`config.mk`:
```
export PLATFORM = sky130hd
export DESIGN_NAME = p13s_front
export DESIGN_NICKNAME = d
export VERILOG_FILES = /design/src/rtl/core/p13s_pkg.sv /design/src/rtl/core/p13s_front.sv
export SDC_FILE = /design/constraint.sdc
export NUM_CORES = 1
export LEC_CHECK = 0
export BUFFER_PORTS_ARGS = -buffer_cell sky130_fd_sc_hd__buf_2
export CORE_ASPECT_RATIO = 0.7
export CORE_MARGIN = 5
export CORE_UTILIZATION = 52
export CTS_BUF_LIST = sky130_fd_sc_hd__clkbuf_8 sky130_fd_sc_hd__clkbuf_16
export DETAILED_ROUTE_END_ITERATION = 6
export PLACE_DENSITY = 0.9
export SLEW_MARGIN = 15
export SYNTH_ARGS = -nofsm -noshare
export SYNTH_HDL_FRONTEND = slang
export SYNTH_SLANG_ARGS = --single-unit
```
`constraint.sdc`:
```
create_clock -name clk -period 4.6 [get_ports clk]
set_input_delay 0.92 -clock clk [delete_from_list [all_inputs] [get_ports clk]]
set_output_delay 0.92 -clock clk [all_outputs]
set_load 0.05 [all_outputs]
```
`src/rtl/core/p13s_pkg.sv`:
```
// Package: widths, node table and fixed-point helpers for the pyramid shape evaluator.
`timescale 1ns / 1ps
package p13s_pkg;

  localparam int FRAC_BITS = 15;
  localparam int CW = 18;                  // input coordinate width
  localparam int XW = CW + 1;              // coordinate after negation
  localparam int XI = (FRAC_BITS < 17) ? 17 - FRAC_BITS : 0;  // integer bits of |x|
  localparam int OW = 3 * XI + FRAC_BITS + 4;  // multiplier operand width
  localparam int PW = 6 * XI + FRAC_BITS + 5;  // full chain product width
  localparam int NW = 4;                   // node index width
  localparam int RW = 24;                  // coefficient width
  localparam logic [NW-1:0] LAST_NODE = NW'(12);

  localparam logic signed [OW-1:0] ONE_Q = OW'(1) <<< FRAC_BITS;
  localparam logic signed [PW-1:0] COEF_MAX = PW'(8388607);
  localparam logic signed [PW-1:0] COEF_MIN = -PW'(8388608);

  typedef enum logic [1:0] {
    KIND_APEX,
    KIND_CORNER,
    KIND_AMID,
    KIND_BMID
  } kind_t;

  typedef struct packed {
    kind_t kind;
    logic  swap;   // x taken from t, y from s
    logic  negx;
    logic  negy;
  } node_info_t;

  typedef struct packed {
    logic                 valid;
    logic signed [CW-1:0] s;
    logic signed [CW-1:0] t;
    logic signed [CW-1:0] u;
  } q_head_t;

  function automatic node_info_t node_info(input logic [NW-1:0] idx);
    node_info_t n;
    n = '{kind: KIND_APEX, swap: 1'b0, negx: 1'b0, negy: 1'b0};
    case (idx)
      4'd0:    n = '{kind: KIND_APEX,   swap: 1'b0, negx: 1'b0, negy: 1'b0};
      4'd1:    n = '{kind: KIND_CORNER, swap: 1'b0, negx: 1'b1, negy: 1'b1};
      4'd2:    n = '{kind: KIND_CORNER, swap: 1'b0, negx: 1'b0, negy: 1'b1};
      4'd3:    n = '{kind: KIND_CORNER, swap: 1'b0, negx: 1'b0, negy: 1'b0};
      4'd4:    n = '{kind: KIND_CORNER, swap: 1'b0, negx: 1'b1, negy: 1'b0};
      4'd5:    n = '{kind: KIND_AMID,   swap: 1'b0, negx: 1'b1, negy: 1'b1};
      4'd6:    n = '{kind: KIND_AMID,   swap: 1'b0, negx: 1'b0, negy: 1'b1};
      4'd7:    n = '{kind: KIND_AMID,   swap: 1'b0, negx: 1'b0, negy: 1'b0};
      4'd8:    n = '{kind: KIND_AMID,   swap: 1'b0, negx: 1'b1, negy: 1'b0};
      4'd9:    n = '{kind: KIND_BMID,   swap: 1'b0, negx: 1'b0, negy: 1'b1};
      4'd10:   n = '{kind: KIND_BMID,   swap: 1'b1, negx: 1'b0, negy: 1'b0};
      4'd11:   n = '{kind: KIND_BMID,   swap: 1'b0, negx: 1'b0, negy: 1'b0};
      4'd12:   n = '{kind: KIND_BMID,   swap: 1'b1, negx: 1'b0, negy: 1'b1};
      default: n = '{kind: KIND_APEX,   swap: 1'b0, negx: 1'b0, negy: 1'b0};
    endcase
    return n;
  endfunction

  // exact product, rounded to FRAC_BITS fraction bits, ties away from zero
  function automatic logic signed [PW-1:0] qmul(input logic signed [OW-1:0] a,
                                                input logic signed [OW-1:0] b);
    logic signed [2*OW-1:0] p;
    logic [2*OW-1:0]        m;
    logic [2*OW-1:0]        r;
    logic signed [PW-1:0]   rm;
    p  = (2*OW)'(a) * (2*OW)'(b);
    m  = p[2*OW-1] ? (~p + (2*OW)'(1)) : p;
    r  = (m + ((2*OW)'(1) << (FRAC_BITS - 1))) >> FRAC_BITS;
    rm = $signed(r[PW-1:0]);
    return p[2*OW-1] ? -rm : rm;
  endfunction

  function automatic logic signed [OW-1:0] qmul_o(input logic signed [OW-1:0] a,
                                                  input logic signed [OW-1:0] b);
    logic signed [PW-1:0] r;
    r = qmul(a, b);
    return $signed(r[OW-1:0]);
  endfunction

  // divide by 2^k, rounded to nearest, ties away from zero
  function automatic logic signed [PW-1:0] qscale(input logic signed [PW-1:0] v,
                                                  input int unsigned k);
    logic [PW-1:0] m;
    logic [PW-1:0] r;
    m = v[PW-1] ? (~v + PW'(1)) : v;
    r = (m + (PW'(1) << (k - 1))) >> k;
    return v[PW-1] ? -$signed(r) : $signed(r);
  endfunction

  function automatic logic signed [RW-1:0] sat(input logic signed [PW-1:0] v);
    logic signed [PW-1:0] c;
    c = v;
    if (v > COEF_MAX) c = COEF_MAX;
    if (v < COEF_MIN) c = COEF_MIN;
    return $signed(c[RW-1:0]);
  endfunction

endpackage

```
`src/rtl/core/p13s_front.sv`:
```
// Front part: accepts points into a two-entry queue ahead of the evaluator.
`timescale 1ns / 1ps
module p13s_front (
  input  logic                           clk,
  input  logic                           rst_n,
  input  logic                           in_valid,
  output logic                           in_ready,
  input  logic signed [p13s_pkg::CW-1:0] in_coord_s,
  input  logic signed [p13s_pkg::CW-1:0] in_coord_t,
  input  logic signed [p13s_pkg::CW-1:0] in_coord_u,
  output p13s_pkg::q_head_t              head,
  input  logic                           pop
);

  logic signed [p13s_pkg::CW-1:0] s_r [2];
  logic signed [p13s_pkg::CW-1:0] t_r [2];
  logic signed [p13s_pkg::CW-1:0] u_r [2];
  logic       wp_r, wp_nxt;
  logic       rp_r, rp_nxt;
  logic [1:0] cnt_r, cnt_nxt;
  logic       push;
  logic       do_pop;

  assign in_ready = (cnt_r != 2'd2);
  assign push     = in_valid && in_ready;
  assign do_pop   = pop && (cnt_r != 2'd0);

  assign head.valid = (cnt_r != 2'd0);
  assign head.s     = s_r[rp_r];
  assign head.t     = t_r[rp_r];
  assign head.u     = u_r[rp_r];

  always_comb begin
    wp_nxt  = push ? ~wp_r : wp_r;
    rp_nxt  = do_pop ? ~rp_r : rp_r;
    cnt_nxt = cnt_r + 2'(push) - 2'(do_pop);
  end

  always_ff @(posedge clk) begin
    if (!rst_n) begin
      wp_r  <= 1'b0;
      rp_r  <= 1'b0;
      cnt_r <= 2'd0;
    end else begin
      wp_r  <= wp_nxt;
      rp_r  <= rp_nxt;
      cnt_r <= cnt_nxt;
    end
  end

  always_ff @(posedge clk) begin
    if (push) begin
      s_r[wp_r] <= in_coord_s;
      t_r[wp_r] <= in_coord_t;
      u_r[wp_r] <= in_coord_u;
    end
  end

endmodule

```
# [Word-level counts from Yosys, hierarchy flattened]
# Memories as Yosys holds them, arrays and structs flattened. A register that Yosys moved wholly into a read port is not among the register bits.
# Cells that the tools add are included.
[totals] ramBits=108 output_inout_bits=56 reg_bits=4 elab_cells=22 input_bits=58 memories=3
[mem_list] memory="s_r" depth=2 width=18 rd=1 rd_ports_with_merged_regs=1 wr=1 line="p13s_front.sv:15" source="logic signed [p13s_pkg::CW-1:0] s_r [2];"
[mem_list] memory="t_r" depth=2 width=18 rd=1 rd_ports_with_merged_regs=1 wr=1 line="p13s_front.sv:16" source="logic signed [p13s_pkg::CW-1:0] t_r [2];"
[mem_list] memory="u_r" depth=2 width=18 rd=1 rd_ports_with_merged_regs=1 wr=1 line="p13s_front.sv:17" source="logic signed [p13s_pkg::CW-1:0] u_r [2];"
[op_classes] n_reduce_logical=3 n_eq_ne=1 n_bitwise=2 add_sub_neg=2 n_mux=8
[ops] cell="$mux W1" count=8
[ops] cell="$add A2 B1 Y2" count=1
[ops] cell="$logic_and A1 B1 Y1" count=2
[ops] cell="$ne A2 B2 Y1 const B" count=1
[ops] cell="$not A1 Y1" count=2
[ops] cell="$reduce_bool A2 Y1" count=1
[ops] cell="$sub A2 B1 Y2" count=1

# [Depth between registers and ports, before layout]
[depth] ltp_word=4 mapped_depth=8 mapped_depth_nobuf=8

# [Worst setup path before layout]
# OpenSTA, ideal clock, no wires.
[synth_timing] path_type="input -> register" from="input port in_valid" to="memory s_r[0][0] in the netlist's numbering (enable)" setup_slack_ps=832 t_arrival_ps=3302 required_time_ps=4134 stages=2 setup_time_ps=466 path_buffers=0 path_cell_list="nand2_1 > nor2_1"
[synth_via] elab_chain_cells=3
[synth_rtl] item="start, declared" line="p13s_front.sv:6" source="input logic in_valid,"
[synth_rtl] item="$logic_and A1 B1 Y1" line="p13s_front.sv:25" source="assign push = in_valid && in_ready;"
[synth_rtl] item="$mux W1" line="p13s_front.sv:52" source="if (push) begin"
[synth_rtl] item="$mux W1 (implied by the code)" line="p13s_front.sv:53" source="s_r[wp_r] <= in_coord_s;"
[synth_rtl] item="end, declared" line="p13s_front.sv:15"
# No other way between the ends.

==> impl_table.tex <==
\begin{tabular}{lr}
\hline
Metric & Value \\
\hline
\multicolumn{2}{l}{\textbf{Timing}} \\
\quad Final period demand of the worst path & 2960 ps \\
\quad Highest clock rate & 338 MHz \\
\quad Setup repair after global routing missed its margin & no \\
\quad Headroom to the max-slew limit & 0.357 \\
\quad Post-route worst hold slack & 537 ps \\
\quad Final max-slew violation count & 0 \\
\quad Total count of hold-check failures in the final report & 0 \\
\quad Setup skew after layout & 5.03 ps \\
\quad Worst-margin pin slew & 964 ps \\
\quad Period utilisation layout & 0.644 \\
\quad Setup-violating endpoint count in the final report & 0 \\
\quad Setup\_tns & 0 ps \\
\multicolumn{2}{l}{\textbf{Synthesis}} \\
\quad Count of flip-flops with a built-in enable after synthesis & 108 \\
\quad Top cells by count, synth & 108 x sky130\_fd\_sc\_hd\_\_edfxtp\_1, 50 x sky130\_fd\_sc\_hd\_\_mux2\_4, 5 x sky130\_fd\_sc\_hd\_\_buf\_12, 5 x sky130\_fd\_sc\_hd\_\_dfxtp\_1, 4 x sky130\_fd\_sc\_hd\_\_mux2\_2 \\
\quad Portion of synthesized cell area occupied by the leading cell type & 0.740 \\
\quad Leading area contributor after synthesis & sky130\_fd\_sc\_hd\_\_edfxtp\_1 \\
\quad Sequential fraction of the synthesis area & 0.763 \\
\quad Most instantiated library cell after synthesis & sky130\_fd\_sc\_hd\_\_edfxtp\_1 \\
\quad Number of flip-flops and latches in the synthesized netlist & 113 \\
\quad Post-synth design cell area & 4380 µm² \\
\quad Async set-or-reset flop fraction in the synthesized netlist & 0 \\
\quad Synthesized netlist net count & 252 \\
\quad Cell variety after synth & 18 \\
\quad Ranking of synthesized cells by area & sky130\_fd\_sc\_hd\_\_edfxtp\_1 74\%, sky130\_fd\_sc\_hd\_\_mux2\_4 17\%, sky130\_fd\_sc\_hd\_\_buf\_12 2.3\% \\
\quad Main flop type after synthesis & sky130\_fd\_sc\_hd\_\_edfxtp\_1 \\
\quad Count of mapped cells out of synthesis & 192 \\
\quad Number of warnings issued by yosys & 0 \\
\quad Average cell area after synthesis & 22.8 µm² \\
\multicolumn{2}{l}{\textbf{Placement}} \\
\quad IO buf count & 113 \\
\quad Dpl cells & 406 \\
\quad Placed instance area & 5000 µm² \\
\quad HPWL Detailed & 5240 µm \\
\quad Routability cong. & 0.710 \\
\multicolumn{2}{l}{\textbf{Global routing}} \\
\quad Via count of the first global-routing pass & 2340 \\
\quad GRT Total Usage & 0.161 \\
\quad First-pass GRT wire length & 11900 µm \\
\quad Maximum number of pins on one net before global-route repair & 55 \\
\quad Residual overflow from global routing & 0 \\
\quad Number of antenna violations at the first check in global routing & 0 \\
\multicolumn{2}{l}{\textbf{Floorplan}} \\
\quad Area of the placeable core & 8340 µm² \\
\quad Initial Util & 0.526 \\
\quad Number of cell rows & 28 \\
\quad Die X & 120 µm \\
\quad Vertical die dimension & 86.8 µm \\
\quad DIE AREA & 10400 µm² \\
\quad Number of placed I/O pins & 114 \\
\multicolumn{2}{l}{\textbf{Layout}} \\
\quad Signed area change from the synthesized netlist to the final layout & 28.3\% \\
\quad Proportion of layout cells with a drive suffix above 1 & 0.598 \\
\quad Design area & 5620 µm² \\
\quad Net count, final & 380 \\
\quad Final cell count without fillers & 439 \\
\multicolumn{2}{l}{\textbf{Critical path}} \\
\quad Slowest stage cell on the critical path & sky130\_fd\_sc\_hd\_\_dfxtp\_4 \\
\quad Setup crit end kind & output pin \\
\quad Kind of launch point of the worst setup path & flop \\
\quad Crit path max fanout & 54 \\
\quad Class of the most critical setup path & flop to output pin \\
\quad Required arrival time at the worst endpoint & 3680 ps \\
\quad Worst-path cell chain & mux2\_2, buf\_2 \\
\quad Arrival time worst endpoint & 2040 ps \\
\quad Peak per-stage delay on the critical path & 970 ps \\
\multicolumn{2}{l}{\textbf{Clocking}} \\
\quad TritonCTS Buffers & 17 \\
\quad Clock tree from TritonCTS & yes \\
\quad H-tree Lvls & 4 \\
\quad Hold-fix buffers at CTS & 0 \\
\quad Max Buffers Root-to-Sink & 2 \\
\quad Clock root buffer master & sky130\_fd\_sc\_hd\_\_clkbuf\_16 \\
\quad Clock-pin slew reported for the worst setup and hold paths after clock tree synthesis & 50 ps \\
\quad CTS sink count & 113 \\
\quad Number of gates resized after CTS & 0 \\
\quad Later-pin clock latency in the skew report & 400 ps \\
\quad Post-CTS Repair Setup Buffers & 0 \\
\multicolumn{2}{l}{\textbf{Detailed routing}} \\
\quad Post-detailed-route via-to-cell ratio & 4.90 \\
\quad Routed wirelength normalized by instance count & 17.7 µm \\
\quad Total detailed-routing wirelength & 7770 µm \\
\quad Antenna-violating nets left & 0 \\
\quad Post-detailed-route DRC marker count & 0 \\
\quad TritonRoute pass-1 iters & 4 \\
\quad Iteration-0 DRC Markers & 76 \\
\quad Detailed-route via count & 2150 \\
\multicolumn{2}{l}{\textbf{Power}} \\
\quad P\_leak & 2.25 nW \\
\quad Maximum resistive drop on vdd & 0.404 mV \\
\quad Power density relative to cell area & 697 nW/µm² \\
\multicolumn{2}{l}{\textbf{Hold path}} \\
\quad Classification of the worst-slack hold path & flop to flop \\
\multicolumn{2}{l}{\textbf{Status}} \\
\quad Run status & finished, final reports clean \\
\multicolumn{2}{l}{\textbf{Run}} \\
\quad Max Cap Violations & 0 \\
\hline
\end{tabular}
## layer usage
layer / vias up / global-route usage / wire length [µm]
met2: 105 / 0.264 / 3810
met1: 1019 / 0.179 / 3120
met3: 11 / 0.0822 / 748
met5: - / 0 / 0
met4: 0 / 0.0696 / 94
li1: 1015 / - / -
## through the flow
stage	setup WS (ps)	utilization	power, mW
after global routing	1530	0.674	4.07
after floorplan	832	-	2.41
after global placement	2000	0.599	2.56
after detailed placement	1920	0.599	2.59
final	1640	0.674	3.92
after CTS	1600	0.674	3.96
## cell type report
cell class / count / area, µm²
repair buffers: 115 / 581
diodes: 1 / 2.50
fillers: 580 / 2720
well taps: 105 / 131
multi-input cells: 72 / 935
flip-flops and latches: 113 / 3350
inverters: 1 / 3.75
clock buffers: 17 / 425
clock inverters: 15 / 198
## worst max-delay path, delay by kind of cell, from the launching register on
| family | cells | cell delay [ps] |
|---|---|---|
| buf+inv | 1 | 210 |
| flops | 1 | 970 |
| mux | 1 | 420 |
## where the power goes
part	leakage [nW]	switching [mW]	internal (mW)
sequential	1.05	0.121	1.30
clock	0.301	0.415	0.944
combinational	0.892	0.747	0.390
total	2.25	1.28	2.63
## worst paths after layout
path                  from    endpoint  slack (ps)  cells after the start
setup reg to reg  cnt_r[0]  t_r[0][12]        2460                      4
hold reg to reg       wp_r        wp_r         540                      2
setup / recovery      flop    head[53]        1640                      2
hold / removal        wp_r        wp_r         540                      2
## cells by family (layout without fill, tap and decap cells)
logic type | after synthesis | count (layout) | share of synthesized area
AO/OA/AOI/OAI | 1 | 1 | 0.00171
XOR/XNOR | 3 | 3 | 0.00599
adder cells (fa/ha/maj) | 2 | 2 | 0.00571
buffers and inverters | 7 | 148 | 0.0263
flip-flops | 113 | 113 | 0.763
multiplexers | 55 | 55 | 0.184
other | 0 | 1 | 0
AND/OR/NAND/NOR | 11 | 11 | 0.0140
## cells in the final DEF, fill, tap and decap left out, drive strengths merged
master      n
and2        2
and3        1
buf       115
bufinv      5
clkbuf     17
clkinv      7
clkinvlp    2
dfxtp       5
diode       1
edfxtp    108
ha          2
inv         2
mux2       54
mux2i       1
nand2       2
nand2b      2
nor2        1
nor2b       2
o21a        1
or2         1
xnor2       3
## flip-flops by register name, indices dropped and copies added, names as in the netlist, named ones only
signal / cells
u_r: 36
t_r: 36
wp_r: 1
rp_r: 1
s_r: 36
cnt_r: 2
Power figures use the tool's default switching activity.
